### src/rtl/sram_pkg.sv
`default_nettype none
package sram_pkg;
	localparam int MAX_RANGES_DEF = 64;
	localparam int ADDR_BITS_DEF = 32;
	localparam int TAG_W = 32;
	localparam int FIELD_W = 32;

	typedef enum logic [1:0] {
		MODE_ALLOC  = 2'd0,
		MODE_FREE   = 2'd1,
		MODE_LOOKUP = 2'd2,
		MODE_BAD    = 2'd3
	} mode_t;

	typedef enum logic [1:0] {
		ST_OK      = 2'd0,
		ST_INVALID = 2'd1,
		ST_BUSY    = 2'd2,
		ST_FULL    = 2'd3
	} status_t;

	typedef enum logic [1:0] {
		CMD_HOLD  = 2'd0,
		CMD_WRITE = 2'd1,
		CMD_OPEN  = 2'd2,
		CMD_CLOSE = 2'd3
	} cmd_t;

	typedef enum logic {
		PH_IDLE = 1'b0,
		PH_EXEC = 1'b1
	} phase_t;

	localparam logic [0:0] REG_LOW = 1'b0;
	localparam logic [0:0] REG_HIGH = 1'b1;
endpackage
`default_nettype wire

### src/rtl/sram_cell.sv
`default_nettype none
// One table slot. Compares against the broadcast key and takes part in a
// shift when the table opens or closes a slot.
module sram_cell import sram_pkg::*; #(
	parameter int AW = ADDR_BITS_DEF
) (
	input  wire logic             clk,
	input  wire logic             arst_n,
	input  wire logic [AW-1:0]    key,
	output logic                  ge,
	output logic [AW-1:0]         first,
	output logic [AW-1:0]         last,
	output logic [TAG_W-1:0]      label,
	input  wire cmd_t             cmd,
	input  wire logic             sel,
	input  wire logic             upper,
	input  wire logic             lower,
	input  wire logic [AW-1:0]    w_first,
	input  wire logic [AW-1:0]    w_last,
	input  wire logic [TAG_W-1:0] w_label,
	input  wire logic [AW-1:0]    l_first,
	input  wire logic [AW-1:0]    l_last,
	input  wire logic [TAG_W-1:0] l_label,
	input  wire logic [AW-1:0]    r_first,
	input  wire logic [AW-1:0]    r_last,
	input  wire logic [TAG_W-1:0] r_label
);
	logic [AW-1:0] first_q, last_q;
	logic [TAG_W-1:0] label_q;

	assign first = first_q;
	assign last = last_q;
	assign label = label_q;
	assign ge = last_q >= key;

	always_ff @(posedge clk) begin
		case (cmd)
			CMD_WRITE: begin
				if (sel) begin
					first_q <= w_first;
					last_q <= w_last;
					label_q <= w_label;
				end
			end
			CMD_OPEN: begin
				// take left neighbor above the open point
				if (sel) begin
					first_q <= w_first;
					last_q <= w_last;
					label_q <= w_label;
				end else if (upper) begin
					first_q <= l_first;
					last_q <= l_last;
					label_q <= l_label;
				end
			end
			CMD_CLOSE: begin
				if (sel) begin
					first_q <= w_first;
					last_q <= w_last;
					label_q <= w_label;
				end else if (lower) begin
					first_q <= r_first;
					last_q <= r_last;
					label_q <= r_label;
				end
			end
			default: begin
			end
		endcase
	end
	logic unused;
	assign unused = arst_n;
endmodule
`default_nettype wire
### config.mk
export PLATFORM = sky130hd
export DESIGN_NAME = sram_cell
export DESIGN_NICKNAME = d
export VERILOG_FILES = /design/src/rtl/sram_pkg.sv /design/src/rtl/sram_cell.sv
export SDC_FILE = /design/constraint.sdc
export NUM_CORES = 1
export LEC_CHECK = 0
export ABC_AREA = 1
export BUFFER_PORTS_ARGS = -buffer_cell sky130_fd_sc_hd__clkbuf_2
export CORE_ASPECT_RATIO = 1.2
export CORE_MARGIN = 5
export CORE_UTILIZATION = 30
export CTS_BUF_LIST = sky130_fd_sc_hd__clkbuf_2 sky130_fd_sc_hd__clkbuf_4 sky130_fd_sc_hd__clkbuf_8
export CTS_CLUSTER_DIAMETER = 100
export DETAILED_ROUTE_END_ITERATION = 10
export MAX_ROUTING_LAYER = met4
export SLEW_MARGIN = 0
export SYNTH_ARGS = -nofsm -noshare
export SYNTH_HDL_FRONTEND = slang
export SYNTH_SLANG_ARGS = --single-unit
### constraint.sdc
create_clock -name clk -period 17.3 [get_ports clk]
set_input_delay 2.595 -clock clk [delete_from_list [all_inputs] [get_ports clk]]
set_output_delay 2.595 -clock clk [all_outputs]
set_load 0.005 [all_outputs]
; Yosys cells after proc, flatten, opt, wreduce, memory -nomap -nowiden
; Cells that the tools add are included.
[word_totals]
reg_bits = 96
latch_bits = 0
ram_bits = 0
mem_bits_ro = 0
input_bits = 327
mem_count = 0
[op_classes]
addsub = 0
multipliers = 0
n_div = 0
n_lt_le_gt_ge = 1
eq_ne = 6
shifts = 0
n_mux = 18
n_bitwise = 0
reduce_logical = 2
[op_table]
columns = operator, count
row1 = 32-bit 2-to-1 mux, 15
row2 = 32-bit one-hot mux with 3 select lines, 3
row3 = 32-bit >= comparator, 1
row4 = "3-bit != test, second input constant", 2
row5 = "2-bit == test, second input constant", 2
row6 = 4-bit AND reduction, 1
row7 = 3-bit nonzero test, 1
row8 = "2-bit by 1-bit == test with 1-bit output, second input constant", 1
row9 = "2-bit != test, second input constant", 1

; Depth between registers and ports, before layout
[depth]
word_depth = 3
mapped_depth = 13

; Least setup slack after synthesis
; Ideal clock, no wire load.
[synth_timing]
path_type = input -> register
start = input port cmd[1]
end = register first_q[0] (netlist: first[0]), enable pin
t_arrival_ns = 9.732
required_time_ns = 16.617
setup_slack_ns = 6.885
path_stages = 6
cell_sequence = inv_2 nor2_4 buf_4 inv_1 o22ai_1 o21ai_0
[synth_via]
elab_chain_len = 3
[synth_rtl]
columns = item, line
row1 = start: declaration, sram_cell.sv:14  ; input wire cmd_t cmd,
row2 = 2-bit == test or 2-bit by 1-bit == test with 1-bit output (tied branches), sram_cell.sv:37  ; case (cmd)
row3 = "3-bit != test (no line), or another cell as far along", -
row4 = 4-bit AND reduction (no line) (*), -
row5 = end signal: assignment, sram_cell.sv:40  ; first_q <= w_first;
row6 = end signal: assignment, sram_cell.sv:48  ; first_q <= w_first;
row7 = end signal: assignment, sram_cell.sv:52  ; first_q <= l_first;
row8 = end: declaration, sram_cell.sv:28  ; logic [AW-1:0] first_q, last_q;
; Every way passes the cells marked *; elsewhere a longest branch is shown, timed or not.
; A chain may end at the register's enable or synchronous reset.

; Worst setup path in the final report
[layout_timing]
start = input port key[15]
end = output port ge
[layout_via]
elab_chain_len = 1
[layout_rtl]
columns = item, line
row1 = start: declaration, sram_cell.sv:9  ; input wire logic [AW-1:0] key,
row2 = 32-bit >= comparator, sram_cell.sv:34  ; assign ge = last_q >= key;
row3 = end: declaration, sram_cell.sv:10  ; output logic ge,
; Every way passes these cells.

==> metrics.txt <==
result of the run=finished clean; Tot GR Track Use=a little under a fifth; Leak=just under 6 nW; Std-Cell Rows=between 60 and 70; total vias in the final route=approximately 8600; post-detailed-route wirelength per cell=about 15 um; most common cell after layout, fill and taps aside=nand2_1; unrepaired setup endpoints after global routing=no; Yosys top cell area share=~37%; Die ar.=0.0290 sq mm; Placeable Area=~0.025 sq mm; synth unique cells=22; area delta synth->final=32.0%; FF+latch count, synth=between 90 and 100; Sw Share=32.2%; Logic pwr share=30.3%; Sw Pwr=~210 uW; critical path arrival=3.83 ns; Place WS=between 10 and 15 ns; syn avg cell area=~6.6 sq um; Core Util, Final=between 40% and 50%; top cells by area, synth=edfxtp_1 (37%), nand2_1 (21%), o21ai_0 (12%), inv_1 (11%), nand3_1 (6.2%); Worst Tran Pin Value=~0.87 ns; Die Y=roughly 190 um; type of origin of the critical path=input port; final count of negative-setup-slack endpoints=0; clock sink count=96; cts repair resizes=0; CTS buffer count=9; largest net degree at the start of global routing=113; Fill cells=approximately 2800; GPL Wtd Cong=between 0.8 and 0.9; Post-layout nets=~1900; Hold WC Path Type=input port to flop; Detail Route Antenna Nets=0; final worst slack=10.87 ns; area leader, netlist=edfxtp_1; maximum VDD drop=30.9 uV; WP data required=14.70 ns; WHS Endpoint=first[27]; CTS Hold Buffers Added=0; H-Tree Depth=3; # DRC=0; internal power=452 uW; Hold Crit Start=w_first[27]; pwr dens=roughly 66 mW/mm^2; I/O Buffers=422; largest fanout on the critical path=2; crit share post-route=a little under two fifths; CTS tree=yes; register area share after synthesis=between 30% and 40%; Final Hold Fails=0; Max Fclk=around 0.16 GHz; most frequent cells in the layout=nand2_1 (423), clkbuf_2 (421), inv_1 (233); Root Buffer=clkbuf_8; Ys Warns=0; vias in the first global route=~8100; Mapped Nets=between 1500 and 2000; die extent in x=about 160 um; setup TNS=0 ns; relative slew slack=41.9%; crit end category=output port; number of max-cap violations=0; Hold WS=~2.5 ns; initial core utilization=just over 30%; multi-input logic area=about 0.0036 sq mm; layout cells sized above 1=between 20% and 30%; Syn Std Cell Area=about 0.0077 sq mm; DR pass1 iterations=6; crit path kind=input port to output port; io pins=~420; Reg clk slew, reported paths=between 0.1 and 0.15 ns; first-pass GRT wire length=about 42000 um; Post-CTS Setup Bufs=0; Final Critical Period=~6.4 ns; Clk pwr share=22.8%; Seq pwr share=46.9%; Final Max Tran Viols=0; Ant. Diodes=0; GRT Residual Overflow=0; Hold Path Depth=3; routed wire length=around 28000 um; Clock Tree Buf Depth=2; Final HPWL DP=22100 um; storage element area=0.00288 sq mm; Syn Inst Count=approximately 1200; initial antenna violation count=0; iteration-0 DRC count of the detailed router=roughly 590; vias per cell=about 4.5
==> per-layer routing <==
layer,up-vias,global-route usage (%),wire length (um)
met2,301,32.7,14400
li1,4441,-,-
met1,3777,22.6,11000
met5,-,-,0
met4,0,6.63,831
met3,49,3.19,1810
==> sequential cells by signal, indices dropped and copies added, names as in the netlist <==
register and cells:
first 32, label 32, last 32
==> metrics by stage <==
step	cell area (sq um)	total power, mW	cells
finish	10200	0.667	1885
floorplan	7700	0.420	1172
CTS	10200	0.678	1885
detailed placement	9990	0.523	1870
global route	10200	0.716	1885
global placement	9990	0.519	1870
==> cell type report <==
cell class,count,share of cell area (%)
multi-input cells,779,35.7
flip-flops and latches,96,28.3
repair buffers,430,21.4
inverters,235,8.69
well taps,330,4.06
clock buffers,10,1.29
clock inverters,5,0.480
==> synthesized netlist by cell type (all sizes together) <==
master  count
nand2     423
o22ai       1
o21a        2
clkbuf     33
a21o        2
nand3      95
o21ai     193
nand4       2
nor2       16
edfxtp     96
inv       235
a31oi       1
ha         32
buf        29
a21oi      12
==> worst max path at each step <==
stage	start	endpoint	slack, ns	cells past startpoint
2_1_floorplan	cmd[1]	first[0]	6.89	6
5_1_grt	key[15]	ge	10.78	12
4_1_cts	key[15]	ge	10.85	12
3_5_place_dp	key[15]	ge	10.86	12
6_report	key[15]	ge	10.87	12
3_3_place_gp	key[15]	ge	10.87	12
==> power groups by stage <==
stage	registers (mW)	clock network (mW)	logic [mW]
6_report	0.313	0.152	0.202
5_1_grt	0.316	0.168	0.231
4_1_cts	0.313	0.159	0.206
3_5_place_dp	0.318	0	0.205
2_1_floorplan	0.323	0	0.0970
3_3_place_gp	0.317	0	0.202
==> worst max-delay path: stages <==
cell	delay [ns]
clkbuf_2	0.08
inv_1	0.03
ha_1	0.28
nand2_1	0.07
nor2_1	0.17
nand2_1	0.09
nor2_1	0.11
nor2_1	0.05
nand2_1	0.12
nand2_1	0.06
nand2_1	0.07
clkbuf_2	0.11
==> cells by family (layout without fill, tap and decap cells) <==
| logic type | count (synthesis) | after routing | synth area share [%] |
|---|---|---|---|
| AO/OA/AOI/OAI | 211 | 211 | 13.9 |
| AND/OR/NAND/NOR | 536 | 536 | 27.9 |
| adder cells (fa/ha/maj) | 32 | 32 | 5.20 |
| buffers and inverters | 297 | 680 | 15.6 |
| flip-flops | 96 | 96 | 37.4 |
Power figures use the tool's default switching activity.
